--- src/hdl/assert_macros.svh ---
// assertion macros shared by the parser modules
// no dependencies
`ifndef ASSERT_MACROS_SVH
`define ASSERT_MACROS_SVH

// condition holds at every clock edge out of reset
`define AST_ALWAYS(lbl, clk, rst_n, cond, msg) \
    lbl: assert property (@(posedge clk) disable iff (!rst_n) (cond)) else $error(msg);

// consequent holds in the same cycle as the antecedent
`define AST_IMPLY(lbl, clk, rst_n, ante, cons, msg) \
    lbl: assert property (@(posedge clk) disable iff (!rst_n) (ante) |-> (cons)) else $error(msg);

// consequent holds in the cycle after the antecedent
`define AST_NEXT(lbl, clk, rst_n, ante, cons, msg) \
    lbl: assert property (@(posedge clk) disable iff (!rst_n) (ante) |=> (cons)) else $error(msg);

`endif

--- src/hdl/astp_pkg.sv ---
// shared types, constants and character helpers for the modem stream parser
// no dependencies
package astp_pkg;

    localparam int MAX_LINKS_DEF     = 5;
    localparam int MAX_PAYLOAD_DEF   = 1024;
    localparam int LINE_CAPACITY_DEF = 63;
    localparam int QUEUE_DEPTH       = 2;

    localparam logic [7:0] CH_CR     = 8'h0D;
    localparam logic [7:0] CH_LF     = 8'h0A;
    localparam logic [7:0] CH_PLUS   = 8'h2B;
    localparam logic [7:0] CH_COMMA  = 8'h2C;
    localparam logic [7:0] CH_COLON  = 8'h3A;
    localparam logic [7:0] CH_ZERO   = 8'h30;
    localparam logic [7:0] CH_NINE   = 8'h39;
    localparam logic [7:0] CH_L      = 8'h4C;
    localparam logic [7:0] PRINT_LO  = 8'h20;
    localparam logic [7:0] PRINT_HI  = 8'h7E;

    localparam logic [1:0] CS_INIT_FAIL = 2'd0;
    localparam logic [1:0] CS_AP_READY  = 2'd1;
    localparam logic [1:0] CS_CLIENT    = 2'd2;

    // classified input item
    typedef struct packed {
        logic [7:0] data;
        logic       busy;
        logic       is_digit;
        logic       is_print;
        logic       is_eol;
        logic [3:0] digit;
    } t_cls;

    // result item
    typedef struct packed {
        logic        payload_valid;
        logic [7:0]  payload_byte;
        logic [7:0]  packet_link;
        logic        packet_end;
        logic [10:0] packet_length;
        logic [7:0]  link_mask;
        logic [2:0]  active_link;
        logic [3:0]  client_count;
        logic [1:0]  connection_state;
    } t_res;

    // ",CONNECT" by position
    function automatic logic [7:0] sfx_conn(input logic [2:0] k);
        logic [7:0] ch;
        case (k)
            3'd0:    ch = 8'h2C;
            3'd1:    ch = 8'h43;
            3'd2:    ch = 8'h4F;
            3'd3:    ch = 8'h4E;
            3'd4:    ch = 8'h4E;
            3'd5:    ch = 8'h45;
            3'd6:    ch = 8'h43;
            default: ch = 8'h54;
        endcase
        return ch;
    endfunction

    // ",CLOSED" by position
    function automatic logic [7:0] sfx_clos(input logic [2:0] k);
        logic [7:0] ch;
        case (k)
            3'd0:    ch = 8'h2C;
            3'd1:    ch = 8'h43;
            3'd2:    ch = 8'h4C;
            3'd3:    ch = 8'h4F;
            3'd4:    ch = 8'h53;
            3'd5:    ch = 8'h45;
            default: ch = 8'h44;
        endcase
        return ch;
    endfunction

    // "IPD," by position
    function automatic logic [7:0] hdr_char(input logic [1:0] k);
        logic [7:0] ch;
        case (k)
            2'd0:    ch = 8'h49;
            2'd1:    ch = 8'h50;
            2'd2:    ch = 8'h44;
            default: ch = 8'h2C;
        endcase
        return ch;
    endfunction

endpackage

--- src/hdl/at_stream_link_and_payload_parser_top.sv ---
// Modem receive-stream parser, top level.
// Input channel: i_push / o_full carry one received byte (i_rx_byte) and its
// host-busy flag; an item is taken when i_push is high and o_full low.
// Result channel: o_empty / i_pop; while o_empty is low the oldest result is
// on the o_ ports, and it leaves on an edge with i_pop high.
// Every input item gives exactly one result: payload flag, byte, link and
// length of the current packet, end-of-packet mark, and the link status.
// Configuration: i_cfg_we writes i_cfg_wdata into init_done on that edge.
// Results: a taken item waits in the input queue, is parsed when the result
// queue has room, and its result is registered into the result queue.
// Throughput: one item per cycle while the result queue has room, set by the
// combinational parser step between the input queue and the result queue.
// When the receiver holds off i_pop the result queue fills, the parser
// stalls, then the input queue fills and o_full rises; nothing is lost.
// Reset (synchronous, i_rst_n low) empties both queues, clears the link
// table and init_done, and returns both parsers to their idle state.
// depends on astp_pkg, astp_front, astp_back
module at_stream_link_and_payload_parser_top #(
    parameter int MAX_LINKS     = astp_pkg::MAX_LINKS_DEF,
    parameter int MAX_PAYLOAD   = astp_pkg::MAX_PAYLOAD_DEF,
    parameter int LINE_CAPACITY = astp_pkg::LINE_CAPACITY_DEF,
    parameter int QUEUE_DEPTH   = astp_pkg::QUEUE_DEPTH
) (
    input  logic        i_clk,
    input  logic        i_rst_n,
    input  logic        i_cfg_we,
    input  logic        i_cfg_wdata,
    input  logic        i_push,
    output logic        o_full,
    input  logic [7:0]  i_rx_byte,
    input  logic        i_host_busy,
    output logic        o_empty,
    input  logic        i_pop,
    output logic        o_payload_valid,
    output logic [7:0]  o_payload_byte,
    output logic [7:0]  o_packet_link,
    output logic        o_packet_end,
    output logic [10:0] o_packet_length,
    output logic [7:0]  o_link_mask,
    output logic [2:0]  o_active_link,
    output logic [3:0]  o_client_count,
    output logic [1:0]  o_connection_state
);
    import astp_pkg::*;

    t_cls item;
    t_res res;
    logic item_empty, item_pop;

    astp_front #(.DEPTH(QUEUE_DEPTH)) u_front (
        .i_clk       (i_clk),
        .i_rst_n     (i_rst_n),
        .i_push      (i_push),
        .o_full      (o_full),
        .i_rx_byte   (i_rx_byte),
        .i_host_busy (i_host_busy),
        .i_pop       (item_pop),
        .o_item      (item),
        .o_empty     (item_empty)
    );

    astp_back #(
        .MAX_LINKS     (MAX_LINKS),
        .MAX_PAYLOAD   (MAX_PAYLOAD),
        .LINE_CAPACITY (LINE_CAPACITY),
        .DEPTH         (QUEUE_DEPTH)
    ) u_back (
        .i_clk        (i_clk),
        .i_rst_n      (i_rst_n),
        .i_cfg_we     (i_cfg_we),
        .i_cfg_wdata  (i_cfg_wdata),
        .i_item       (item),
        .i_item_empty (item_empty),
        .o_item_pop   (item_pop),
        .i_pop        (i_pop),
        .o_res        (res),
        .o_empty      (o_empty)
    );

    assign o_payload_valid    = res.payload_valid;
    assign o_payload_byte     = res.payload_byte;
    assign o_packet_link      = res.packet_link;
    assign o_packet_end       = res.packet_end;
    assign o_packet_length    = res.packet_length;
    assign o_link_mask        = res.link_mask;
    assign o_active_link      = res.active_link;
    assign o_client_count     = res.client_count;
    assign o_connection_state = res.connection_state;

endmodule

--- src/hdl/astp_fifo.sv ---
// small register queue with full and empty flags decoded from a registered count
// depends on assert_macros.svh
`include "assert_macros.svh"
module astp_fifo #(
    parameter int W     = 8,
    parameter int DEPTH = 2
) (
    input  logic         i_clk,
    input  logic         i_rst_n,
    input  logic         i_push,
    input  logic [W-1:0] i_data,
    output logic         o_full,
    input  logic         i_pop,
    output logic [W-1:0] o_data,
    output logic         o_empty
);
    localparam int PW = (DEPTH > 1) ? $clog2(DEPTH) : 1;
    localparam int CW = $clog2(DEPTH + 1);

    logic [W-1:0]  r_mem [DEPTH];
    logic [PW-1:0] r_wr, n_wr, r_rd, n_rd;
    logic [CW-1:0] r_count, n_count;
    logic          do_push, do_pop;

    assign o_full  = (r_count == CW'(DEPTH));
    assign o_empty = (r_count == '0);
    assign do_push = i_push && !o_full;
    assign do_pop  = i_pop && !o_empty;
    assign o_data  = r_mem[r_rd];

    always_comb begin
        n_wr    = r_wr;
        n_rd    = r_rd;
        n_count = r_count;
        if (do_push) begin
            n_wr = (r_wr == PW'(DEPTH - 1)) ? '0 : r_wr + 1'b1;
        end
        if (do_pop) begin
            n_rd = (r_rd == PW'(DEPTH - 1)) ? '0 : r_rd + 1'b1;
        end
        if (do_push && !do_pop) begin
            n_count = r_count + 1'b1;
        end else if (do_pop && !do_push) begin
            n_count = r_count - 1'b1;
        end
    end

    always_ff @(posedge i_clk) begin
        if (!i_rst_n) begin
            r_wr    <= '0;
            r_rd    <= '0;
            r_count <= '0;
        end else begin
            r_wr    <= n_wr;
            r_rd    <= n_rd;
            r_count <= n_count;
        end
    end

    always_ff @(posedge i_clk) begin
        if (do_push) begin
            r_mem[r_wr] <= i_data;
        end
    end

    `AST_ALWAYS(a_count_bound, i_clk, i_rst_n, r_count <= CW'(DEPTH), "queue count over depth")
    `AST_NEXT(a_count_up, i_clk, i_rst_n, do_push && !do_pop, r_count == $past(r_count) + 1'b1, "queue count did not grow on push")

endmodule

--- src/hdl/astp_front.sv ---
// front end: classifies each received byte and queues it for the parser
// depends on astp_pkg and astp_fifo
module astp_front #(
    parameter int DEPTH = astp_pkg::QUEUE_DEPTH
) (
    input  logic            i_clk,
    input  logic            i_rst_n,
    input  logic            i_push,
    output logic            o_full,
    input  logic [7:0]      i_rx_byte,
    input  logic            i_host_busy,
    input  logic            i_pop,
    output astp_pkg::t_cls  o_item,
    output logic            o_empty
);
    import astp_pkg::*;

    t_cls cls;

    always_comb begin
        cls.data     = i_rx_byte;
        cls.busy     = i_host_busy;
        cls.is_digit = (i_rx_byte >= CH_ZERO) && (i_rx_byte <= CH_NINE);
        cls.is_eol   = (i_rx_byte == CH_CR) || (i_rx_byte == CH_LF);
        cls.is_print = (i_rx_byte >= PRINT_LO) && (i_rx_byte <= PRINT_HI);
        cls.digit    = i_rx_byte[3:0];
    end

    astp_fifo #(.W($bits(t_cls)), .DEPTH(DEPTH)) u_q (
        .i_clk   (i_clk),
        .i_rst_n (i_rst_n),
        .i_push  (i_push),
        .i_data  (cls),
        .o_full  (o_full),
        .i_pop   (i_pop),
        .o_data  (o_item),
        .o_empty (o_empty)
    );

endmodule

--- src/hdl/astp_back.sv ---
// back end: line recognizer, packet framer and result queue
// depends on astp_pkg, astp_fifo and assert_macros.svh
`include "assert_macros.svh"
module astp_back #(
    parameter int MAX_LINKS     = astp_pkg::MAX_LINKS_DEF,
    parameter int MAX_PAYLOAD   = astp_pkg::MAX_PAYLOAD_DEF,
    parameter int LINE_CAPACITY = astp_pkg::LINE_CAPACITY_DEF,
    parameter int DEPTH         = astp_pkg::QUEUE_DEPTH
) (
    input  logic            i_clk,
    input  logic            i_rst_n,
    input  logic            i_cfg_we,
    input  logic            i_cfg_wdata,
    input  astp_pkg::t_cls  i_item,
    input  logic            i_item_empty,
    output logic            o_item_pop,
    input  logic            i_pop,
    output astp_pkg::t_res  o_res,
    output logic            o_empty
);
    import astp_pkg::*;

    localparam int LLW = $clog2(LINE_CAPACITY + 1);

    localparam logic [5:0] LM_START     = 6'd0;
    localparam logic [5:0] LM_DIGITS    = 6'd1;
    localparam logic [5:0] LM_FAIL      = 6'd2;
    localparam logic [5:0] LM_CONN      = 6'd16;
    localparam logic [5:0] LM_CONN_DONE = 6'd24;
    localparam logic [5:0] LM_CLOS      = 6'd32;
    localparam logic [5:0] LM_CLOS_DONE = 6'd39;

    typedef enum logic [4:0] {
        PH_IDLE = 5'b00001,
        PH_PLUS = 5'b00010,
        PH_LINK = 5'b00100,
        PH_LEN  = 5'b01000,
        PH_DATA = 5'b10000
    } t_phase;

    t_phase      r_ph, n_ph;
    logic [1:0]  r_hcnt, n_hcnt;
    logic        r_hok, n_hok;
    logic [7:0]  r_flink, n_flink;
    logic [15:0] r_flen, n_flen;
    logic [15:0] r_fcnt, n_fcnt;
    logic [LLW-1:0] r_llen, n_llen;
    logic [15:0] r_lnum, n_lnum;
    logic [5:0]  r_lm, n_lm;
    logic [7:0]  r_mask, n_mask;
    logic [2:0]  r_cur, n_cur;
    logic [3:0]  r_count, n_count;
    logic        r_init_done;

    logic        take, out_full, valid, endp;
    logic [7:0]  id;
    logic [2:0]  low;
    logic [7:0]  c;
    t_res        res;

    assign c          = i_item.data;
    assign take       = !i_item_empty && !out_full;
    assign o_item_pop = take;

    always_comb begin
        n_ph    = r_ph;
        n_hcnt  = r_hcnt;
        n_hok   = r_hok;
        n_flink = r_flink;
        n_flen  = r_flen;
        n_fcnt  = r_fcnt;
        n_llen  = r_llen;
        n_lnum  = r_lnum;
        n_lm    = r_lm;
        n_mask  = r_mask;
        n_cur   = r_cur;
        n_count = r_count;
        valid   = 1'b0;
        endp    = 1'b0;
        id      = r_lnum[7:0];
        low     = '0;
        if (!i_item.busy) begin
            // line recognizer
            if (i_item.is_eol) begin
                if (r_llen != '0) begin
                    if (r_lm == LM_CONN_DONE && id < 8'(MAX_LINKS)) begin
                        if (!r_mask[id[2:0]]) begin
                            n_mask[id[2:0]] = 1'b1;
                            n_count = r_count + 1'b1;
                        end
                        n_cur = id[2:0];
                    end else if (r_lm == LM_CLOS_DONE && id < 8'(MAX_LINKS)) begin
                        if (r_mask[id[2:0]]) begin
                            n_mask[id[2:0]] = 1'b0;
                            if (r_count != '0) begin
                                n_count = r_count - 1'b1;
                            end
                        end
                        for (int i = MAX_LINKS - 1; i >= 0; i--) begin
                            if (n_mask[i]) begin
                                low = 3'(i);
                            end
                        end
                        if (!n_mask[r_cur]) begin
                            n_cur = low;
                        end
                    end
                    n_llen = '0;
                    n_lnum = '0;
                    n_lm   = LM_START;
                end
            end else if (i_item.is_print && r_llen < LLW'(LINE_CAPACITY)) begin
                n_llen = r_llen + 1'b1;
                if (r_lm == LM_START) begin
                    if (i_item.is_digit) begin
                        n_lnum = {12'd0, i_item.digit};
                        n_lm   = LM_DIGITS;
                    end else begin
                        n_lm = LM_FAIL;
                    end
                end else if (r_lm == LM_DIGITS) begin
                    if (i_item.is_digit) begin
                        n_lnum = (r_lnum << 3) + (r_lnum << 1) + {12'd0, i_item.digit};
                    end else if (c == CH_COMMA) begin
                        n_lm = LM_CONN + 6'd1;
                    end else begin
                        n_lm = LM_FAIL;
                    end
                end else if (r_lm > LM_CONN && r_lm < LM_CONN_DONE) begin
                    if (c == sfx_conn(r_lm[2:0])) begin
                        n_lm = r_lm + 6'd1;
                    end else if (r_lm[2:0] == 3'd2 && c == CH_L) begin
                        // ",CL" switches to the close suffix
                        n_lm = LM_CLOS + 6'd3;
                    end else begin
                        n_lm = LM_FAIL;
                    end
                end else if (r_lm > LM_CLOS && r_lm < LM_CLOS_DONE) begin
                    n_lm = (c == sfx_clos(r_lm[2:0])) ? r_lm + 6'd1 : LM_FAIL;
                end else begin
                    n_lm = LM_FAIL;
                end
            end

            // packet framer
            case (r_ph)
                PH_IDLE: begin
                    if (c == CH_PLUS) begin
                        n_ph   = PH_PLUS;
                        n_hcnt = '0;
                        n_hok  = 1'b1;
                    end
                end
                PH_PLUS: begin
                    n_hok  = r_hok && (c == hdr_char(r_hcnt));
                    n_hcnt = r_hcnt + 1'b1;
                    if (r_hcnt == 2'd3) begin
                        if (n_hok) begin
                            n_ph    = PH_LINK;
                            n_flink = '0;
                        end else begin
                            n_ph = PH_IDLE;
                        end
                    end
                end
                PH_LINK: begin
                    if (c == CH_COMMA) begin
                        n_ph   = PH_LEN;
                        n_flen = '0;
                    end else if (i_item.is_digit) begin
                        n_flink = (r_flink << 3) + (r_flink << 1) + {4'd0, i_item.digit};
                    end else begin
                        n_ph = PH_IDLE;
                    end
                end
                PH_LEN: begin
                    if (c == CH_COLON) begin
                        n_ph   = PH_DATA;
                        n_fcnt = '0;
                        if (r_flen > 16'(MAX_PAYLOAD)) begin
                            n_flen = 16'(MAX_PAYLOAD);
                        end
                    end else if (i_item.is_digit) begin
                        n_flen = (r_flen << 3) + (r_flen << 1) + {12'd0, i_item.digit};
                    end else begin
                        n_ph = PH_IDLE;
                    end
                end
                PH_DATA: begin
                    if (r_fcnt < r_flen) begin
                        valid  = 1'b1;
                        n_fcnt = r_fcnt + 1'b1;
                    end
                    if (n_fcnt >= r_flen) begin
                        endp = 1'b1;
                        n_ph = PH_IDLE;
                    end
                end
                default: n_ph = PH_IDLE;
            endcase
        end

        res.payload_valid    = valid;
        res.payload_byte     = valid ? c : 8'd0;
        res.packet_link      = (valid || endp) ? n_flink : 8'd0;
        res.packet_end       = endp;
        res.packet_length    = (valid || endp) ? n_flen[10:0] : 11'd0;
        res.link_mask        = n_mask;
        res.active_link      = n_cur;
        res.client_count     = n_count;
        res.connection_state = !r_init_done ? CS_INIT_FAIL :
                               (n_count != '0) ? CS_CLIENT : CS_AP_READY;
    end

    always_ff @(posedge i_clk) begin
        if (!i_rst_n) begin
            r_ph        <= PH_IDLE;
            r_hcnt      <= '0;
            r_hok       <= 1'b0;
            r_flink     <= '0;
            r_flen      <= '0;
            r_fcnt      <= '0;
            r_llen      <= '0;
            r_lnum      <= '0;
            r_lm        <= LM_START;
            r_mask      <= '0;
            r_cur       <= '0;
            r_count     <= '0;
            r_init_done <= 1'b0;
        end else begin
            if (i_cfg_we) begin
                r_init_done <= i_cfg_wdata;
            end
            if (take) begin
                r_ph    <= n_ph;
                r_hcnt  <= n_hcnt;
                r_hok   <= n_hok;
                r_flink <= n_flink;
                r_flen  <= n_flen;
                r_fcnt  <= n_fcnt;
                r_llen  <= n_llen;
                r_lnum  <= n_lnum;
                r_lm    <= n_lm;
                r_mask  <= n_mask;
                r_cur   <= n_cur;
                r_count <= n_count;
            end
        end
    end

    astp_fifo #(.W($bits(t_res)), .DEPTH(DEPTH)) u_out_q (
        .i_clk   (i_clk),
        .i_rst_n (i_rst_n),
        .i_push  (take),
        .i_data  (res),
        .o_full  (out_full),
        .i_pop   (i_pop),
        .o_data  (o_res),
        .o_empty (o_empty)
    );

    `AST_ALWAYS(a_count_matches_mask, i_clk, i_rst_n, $countones(r_mask) == 32'(r_count), "client count differs from link mask")
    `AST_IMPLY(a_payload_has_length, i_clk, i_rst_n, take && res.payload_valid, res.packet_length != 11'd0, "payload byte with zero length")

endmodule

--- config.mk ---
export PLATFORM = sky130hd
export DESIGN_NAME = at_stream_link_and_payload_parser_top
export DESIGN_NICKNAME = d
export VERILOG_FILES = /design/src/hdl/astp_pkg.sv /design/src/hdl/at_stream_link_and_payload_parser_top.sv /design/src/hdl/astp_fifo.sv /design/src/hdl/astp_front.sv /design/src/hdl/astp_back.sv
export VERILOG_INCLUDE_DIRS = /design/src /design/src/hdl
export SDC_FILE = /design/constraint.sdc
export NUM_CORES = 1
export LEC_CHECK = 0
export BUFFER_PORTS_ARGS = -buffer_cell sky130_fd_sc_hd__buf_2
export CORE_ASPECT_RATIO = 0.7
export CORE_UTILIZATION = 30
export CTS_CLUSTER_DIAMETER = 150
export DETAILED_ROUTE_END_ITERATION = 10
export GPL_TIMING_DRIVEN = 0
export SYNTH_ARGS = -nofsm -noshare
export SYNTH_HDL_FRONTEND = slang
export SYNTH_SLANG_ARGS = --single-unit
--- constraint.sdc ---
create_clock -name i_clk -period 6.2 [get_ports i_clk]
set_clock_uncertainty 0.15 [all_clocks]
set_input_delay 1.24 -clock i_clk [delete_from_list [all_inputs] [get_ports i_clk]]
set_output_delay 1.24 -clock i_clk [all_outputs]
set_load 0.02 [all_outputs]
==> impl_metrics.tcl, run 1 <==
set metrics [dict create \
    outcome "finished, final reports clean" \
    area_growth_pct 14.1 \
    slew_violations 0 \
    fmax_mhz 178 \
    drc 0 \
    finalSetupTns_ps 0 \
    final_common_cell "nor2_1" \
    design_area_um2 14500 \
    yosysSeqAreaShare 0.421 \
    core_um2 41400 \
    vias 10400 \
    yosysWarnings 0 \
    irDropWorstVdd_uv 195 \
    synth_area_um2 12700 \
    cap_violations 0 \
    dieArea_um2 43300 \
    netlist_instances 1288 \
    worstPathArrival_ps 5750 \
    crit_chain "inv_1 > ha_1 > a21o_1 > a21oi_1 > o21ai_0 > o41ai_1 > and2_1 > clkbuf_1 > clkbuf_2 > xnor2_1 > ha_1 > nand2b_1 > a31oi_1 > o21ai_0 > o21ai_0 > o21a_1 > nand2_1 > o21ai_2 > clkbuf_1 > nor2_1" \
    die_h_um 174 \
    wl_per_cell_um 18.4 \
    cts_resized 0 \
    io_buffers 62 \
    end_kind "flip-flop" \
    clkTransAtPathRegs_ps 60 \
    synth_edf_count 116 \
    final_cell_mix "nor2_1, edfxtp_1, nand2_1, ha_1, dfxtp_1" \
    crit_path_max_fanout 10 \
    final_util 0.351 \
    antennaDiodeCount 0 \
    hold_path.class "reg -> reg" \
    drtIter0Drc 963 \
    clock_sinks 210 \
    antenna_found_initial 0 \
    post-cts-setup-buffers 0 \
    whs_ps 333 \
    period_needed_ps 5630 \
    finalWirelength_um 35700 \
    slowest_stage "dfxtp_1" \
    die_width_um 248 \
    async_flop_share 0 \
    rows 62 \
    cp_slowest_stage_delay_ps 470 \
    cts_buffers 23 \
    cts_buffer_depth 3 \
    gp_congestion 0.907 \
    synth.distinct_cells 90 \
    initial_core_util 0.308 \
    gr-total-overflow 0 \
    ys_ff_latch 210 \
    dpl_cell_area_um2 13800 \
    htreeDepth 1 \
    required_ps 6320 \
    dp_hpwl_um 26700 \
    viasPerCell 5.36 \
    grt_pass1_wl_um 56000 \
    dr.pass1.iters 6 \
    cts_tree "done" \
    leakage_nw 5.40 \
    grt_start_max_net_pins 29 \
    startpoint_type "flip-flop" \
    synth_flop_cell "edfxtp_1" \
    slew_headroom 0.115 \
    cts_hold_buf 0 \
    rsz0062_at_grt "false" \
    clockRootBuffer "clkbuf_16" \
    clkLatencyLatePin_ps 560 \
    hold_viol_final 0 \
    cp_common_cell "o21ai_0" \
    antenna_left 0 \
    fin_crit_sh 0.909 \
    fin_nets 1492 \
    tightest_slew_ps 1320 \
    critPathKind "reg -> reg" \
    postSynthAreaPerCell_um2 9.89 \
    grt_pass1_vias 9799 \
    drive_gt1_frac 0.146 \
    p_per_area_nw_per_um2 401 \
    io_pins 63 \
    grt_usage 0.163 \
    setup_viol 0 \
    synthesis.nets 1403 \
]
-- report_power, final --
part           switching, W  internal, W  total (W)
Combinational       0.00154     0.000870    0.00241
Sequential         0.000193      0.00184    0.00203
Clock              0.000608     0.000789    0.00140
Total               0.00234      0.00350    0.00584
-- state kept, by name (all words and copies together) (netlist names), named ones only --
| name | count |
|---|---|
| u_back.u_out_q.r_mem | 92 |
| u_front.u_q.r_mem | 24 |
| u_back.r_fcnt | 16 |
| u_back.r_flen | 16 |
| u_back.r_flink | 8 |
| u_back.r_lnum | 8 |
| u_back.r_mask | 8 |
| u_back.r_llen | 6 |
| u_back.r_lm | 6 |
| u_back.r_ph | 5 |
| u_back.r_count | 4 |
| u_back.r_cur | 3 |
| u_back.r_hcnt | 2 |
| u_back.u_out_q.r_count | 2 |
| u_front.u_q.r_count | 2 |
| u_back.r_hok | 1 |
| u_back.r_init_done | 1 |
| u_back.u_out_q.r_rd | 1 |
| u_back.u_out_q.r_wr | 1 |
| u_front.u_q.r_rd | 1 |
| u_front.u_q.r_wr | 1 |
-- per-layer routing --
metal  GRT usage  up-vias  part of all wire
li1            -     4930                 -
met1       0.255     5005              0.51
met2       0.229      388              0.40
met3      0.0284       58             0.072
met4      0.0351        0             0.022
met5           0        -                 0
-- cell usage after synthesis (5+ instances only) --
cell	instances	share of area
nand2_1	94	0.028
clkbuf_1	42	0.012
a31oi_1	21	0.010
or3b_2	6	0.0041
nor2_1	119	0.035
nor3_1	30	0.012
o22ai_1	5	0.0025
xor2_1	14	0.0096
xnor2_1	51	0.035
a32oi_1	6	0.0041
mux2i_1	19	0.015
dfxtp_1	94	0.15
nand4_1	19	0.0093
ha_1	94	0.092
edfxtp_1	116	0.27
a21oi_1	79	0.031
a211oi_1	11	0.0065
o31ai_1	8	0.0047
or3_1	10	0.0049
o21ai_0	74	0.029
and2_1	22	0.011
inv_1	59	0.017
a32o_1	6	0.0047
mux2_2	52	0.046
a21o_1	25	0.015
nor2b_1	9	0.0044
and3_1	9	0.0044
nand3b_1	10	0.0059
nor4_1	14	0.0069
fa_1	6	0.0094
nand2b_1	12	0.0059
a22oi_1	6	0.0035
nand3_1	28	0.011
o21a_1	11	0.0065
-- path summary, 6_finish.rpt --
path                     startpoint                           to  slack, ps  cells past startpoint
setup / recovery   u_back.r_flen[1]  u_back.u_out_q.r_mem[0][25]        570                     20
hold / removal    u_back.r_flen[13]            u_back.r_flen[13]        330                      2
hold reg to reg   u_back.r_flen[13]            u_back.r_flen[13]        330                      2
setup reg to reg   u_back.r_flen[1]  u_back.u_out_q.r_mem[0][25]        570                     20
-- metrics by stage --
step	std cells	setup slack, ps	power [W]
floorplan	1288	1810	0.00366
global placement	1894	197	0.00438
detailed placement	1896	202	0.00444
CTS	1938	172	0.00585
global route	1938	12.3	0.00618
finish	1938	566	0.00584
-- layout make-up --
type / count / area (µm²)
Clock inverter: 14 / 153
Clock buffer: 28 / 604
Sequential cell: 210 / 5370
Fill cell: 4222 / 26900
Multi-Input combinational cell: 969 / 6940
Tap cell: 544 / 681
Buffer: 50 / 226
Inverter: 59 / 221
Timing Repair Buffer: 64 / 350
-- logic make-up (layout without fill, tap and decap cells) --
kind of cell	after synthesis	count (layout)	share of synthesized area
AO/OA/AOI/OAI	306	306	0.159
XOR/XNOR	65	65	0.0447
adder cells (fa/ha/maj)	100	100	0.102
buffers and inverters	109	215	0.0351
flip-flops	210	210	0.421
multiplexers	77	77	0.0708
AND/OR/NAND/NOR	421	421	0.168
-- critical path: cells and delay by family (launching register included) --
family / cells / cell delay (ps)
compound gates: 9 / 2150
buf+inv: 4 / 1310
simple gates: 4 / 570
fa+ha+maj: 2 / 520
flops: 1 / 470
xor+xnor: 1 / 160
(Power assumes the default switching activity.)
==> run 2: changes to the inputs <==
CORE_ASPECT_RATIO = 1.75   (was 0.7)
==> run 2 against run 1 <==
Clock-buffer cell count increased by 2. Via count decreased by 2.3%. Register-to-register slack improved by 80 ps. Die area about the same. Fmax increased by 1.5%. Routed wire length decreased by 2.8%. Non-clock buffer count unchanged. Power decreased by 1.7%. Final cell count increased by 0.36%. Critical path depth unchanged. Worst setup slack improved by 85 ps. Sequential cell count unchanged. Largest cell class unchanged. Highest routed layer is now met5.
==> impl_metrics.tcl, run 2 (synthesized netlist as in run 1, its figures left out) <==
set metrics [dict create \
    gr-total-overflow 0 \
    critPathKind "reg -> reg" \
    slew_headroom 0.280 \
    seqPwrFrac 0.355 \
    post-place-ws_ps 129 \
    busiest_layer "met2" \
    area_growth_pct 13.9 \
    reg2reg_from "u_back.r_flen[1]" \
    reg_top3 "u_back.u_out_q.r_mem: 92 flops, u_front.u_q.r_mem: 24 flops" \
    dr.pass1.iters 7 \
    dieArea_um2 43300 \
    drive_gt1_frac 0.142 \
    antennaDiodeCount 0 \
    leakage_nw 5.39 \
    rows 99 \
    path_buf_inv 4 \
    vias 10100 \
    r2r_setup_slack_ps 650 \
    p_clk_frac 0.232 \
    drc 0 \
    reg2reg_to "u_back.u_out_q.r_mem[1][25]" \
    setup_viol 0 \
    total_power_w 0.00574 \
    antenna_found_initial 1 \
    irDropWorstVdd_uv 232 \
    required_ps 6300 \
    rsz0062_at_grt "false" \
    fillers 4193 \
    dp_cells 1907 \
    core_um2 41700 \
    hold-path-cell-count 2 \
    clockRootBuffer "clkbuf_16" \
    met3_usage 0.0191 \
    final_cell_mix "nor2_1, edfxtp_1, nand2_1, ha_1, dfxtp_1" \
    fmax_mhz 180 \
    gp_congestion 0.914 \
    fin_crit_sh 0.895 \
    io_pins 63 \
    period_needed_ps 5550 \
    grtUsageMet1 0.162 \
    slew_violations 0 \
    hold_path.class "reg -> reg" \
    antenna_left 0 \
    viasPerCell 5.22 \
    startpoint_type "flip-flop" \
    cts_buffers 21 \
    setup_ws_ps 651 \
    drtIter0Drc 547 \
    cp_slowest_stage_delay_ps 540 \
    finalWirelength_um 34700 \
    dp_hpwl_um 27100 \
    slowest_stage "dfxtp_1" \
    final_common_cell "nor2_1" \
    outcome "finished, final reports clean" \
    htreeDepth 1 \
    critPathTopFamily "compound AO/OA/AOI/OAI gates" \
    fin_nets 1490 \
    hold_viol_final 0 \
    die_width_um 158 \
    clkLatencyLatePin_ps 530 \
    min_to "u_back.r_cur[2]" \
    initial_core_util 0.305 \
    end_kind "flip-flop" \
    cap_violations 0 \
    p_sw_frac 0.393 \
    p_int_w 0.00348 \
    io_buffers 62 \
    cp_common_cell "o21ai_0" \
    clock_sinks 210 \
    min_from "u_back.r_cur[2]" \
    regMostFlops "u_back.u_out_q.r_mem" \
    post-cts-setup-buffers 0 \
    grt_use_met2 0.302 \
    p_per_area_nw_per_um2 396 \
    cts_buffer_depth 3 \
    clkTransAtPathRegs_ps 70 \
    crit_chain "inv_1 > ha_1 > a21o_1 > a21oi_1 > o21ai_0 > o41ai_1 > and2_1 > clkbuf_1 > clkbuf_2 > xnor2_1 > ha_1 > nand2b_1 > a31oi_1 > o21ai_0 > o21ai_0 > o21a_1 > nand2_1 > o21ai_2 > clkbuf_1 > nor2_1" \
    p_comb_frac 0.413 \
    crit_path_max_fanout 10 \
    power_switching_w 0.00226 \
    r2r_cells 20 \
    wl_per_cell_um 17.8 \
    grt_start_max_net_pins 25 \
    largest_register_ffs 92 \
    finalSetupTns_ps 0 \
    grt_pass1_vias 10100 \
    worstPathArrival_ps 5650 \
    grt_usage 0.160 \
    tightest_slew_ps 1050 \
    grt_pass1_wl_um 53600 \
    die_h_um 275 \
    cts_tree "done" \
    final_cells 1945 \
]
run 2: cell types whose count changed in the layout (fill, tap and decap cells not counted), sizes merged:
cell / previous run / this run
clkinvlp: 6 / 1
clkinv: 4 / 3
clkbuf: 70 / 72
run 2: worst max path at each step:
stage | from | to | slack, ps | depth (start not counted)
after detailed placement | u_back.r_flen[1] | u_back.u_out_q.r_mem[0][25] | 130 | 20
after global routing | u_back.r_flen[1] | u_back.u_out_q.r_mem[0][25] | 200 | 20
after floorplan | u_back.r_flen[9] | u_back.u_out_q.r_mem[0][17] | 1810 | 20
final | u_back.r_flen[1] | u_back.u_out_q.r_mem[1][25] | 650 | 20
after CTS | u_back.r_flen[1] | u_back.u_out_q.r_mem[0][25] | 100 | 20
after global placement | u_back.r_flen[1] | u_back.u_out_q.r_mem[0][31] | 130 | 20
run 2: power groups by stage:
stage	combinational, W	clock (W)	sequential [W]
finish	0.00237	0.00133	0.00204
global route	0.00260	0.00141	0.00207
CTS	0.00240	0.00137	0.00204
detailed placement	0.00239	0	0.00207
global placement	0.00234	0	0.00207
floorplan	0.00166	0	0.00200
run 2: worst reg2reg max path: stages (launching register included):
cell and delay (ps):
dfxtp_1 540, inv_1 140, ha_1 300, a21o_1 150
a21oi_1 160, o21ai_0 130, o41ai_1 420, and2_1 190
clkbuf_1 400, clkbuf_2 370, xnor2_1 160, ha_1 240
nand2b_1 140, a31oi_1 170, o21ai_0 120, o21ai_0 200
o21a_1 200, nand2_1 90, o21ai_2 440, clkbuf_1 410
nor2_1 140
run 2: routing by layer:
| layer | wire length (µm) | share of wire | vias to the layer above |
|---|---|---|---|
| met2 | 18400 | 0.53 | 268 |
| met3 | 1320 | 0.038 | 111 |
| met5 | 8 | 0.00023 | - |
| li1 | - | - | 4930 |
| met4 | 2090 | 0.060 | 2 |
| met1 | 12900 | 0.37 | 4833 |
run 2: repair_timing:
item                                    in CTS  in global routing
hold buffers                                 0                  0
gates resized for setup                      0                  3
endpoints found under the setup margin       0                 20
run 2: final cells by class:
cell class	instances	area, µm²	area share
plain buffers	50	226	0.0156
clock buffers	30	613	0.0422
clock inverters	8	98.8	0.00681
inverters	59	221	0.0153
multi-input cells	969	6940	0.478
flip-flops and latches	210	5370	0.370
well taps	555	694	0.0478
repair buffers	64	350	0.0241
run 2: stage by stage:
step	cell area [µm²]	hold WS (ps)	util
6_report	14500	332	0.348
3_5_place_dp	13800	328	0.330
4_1_cts	14500	337	0.348
5_1_grt	14500	368	0.348
2_1_floorplan	12700	291	-
3_3_place_gp	13700	320	0.329
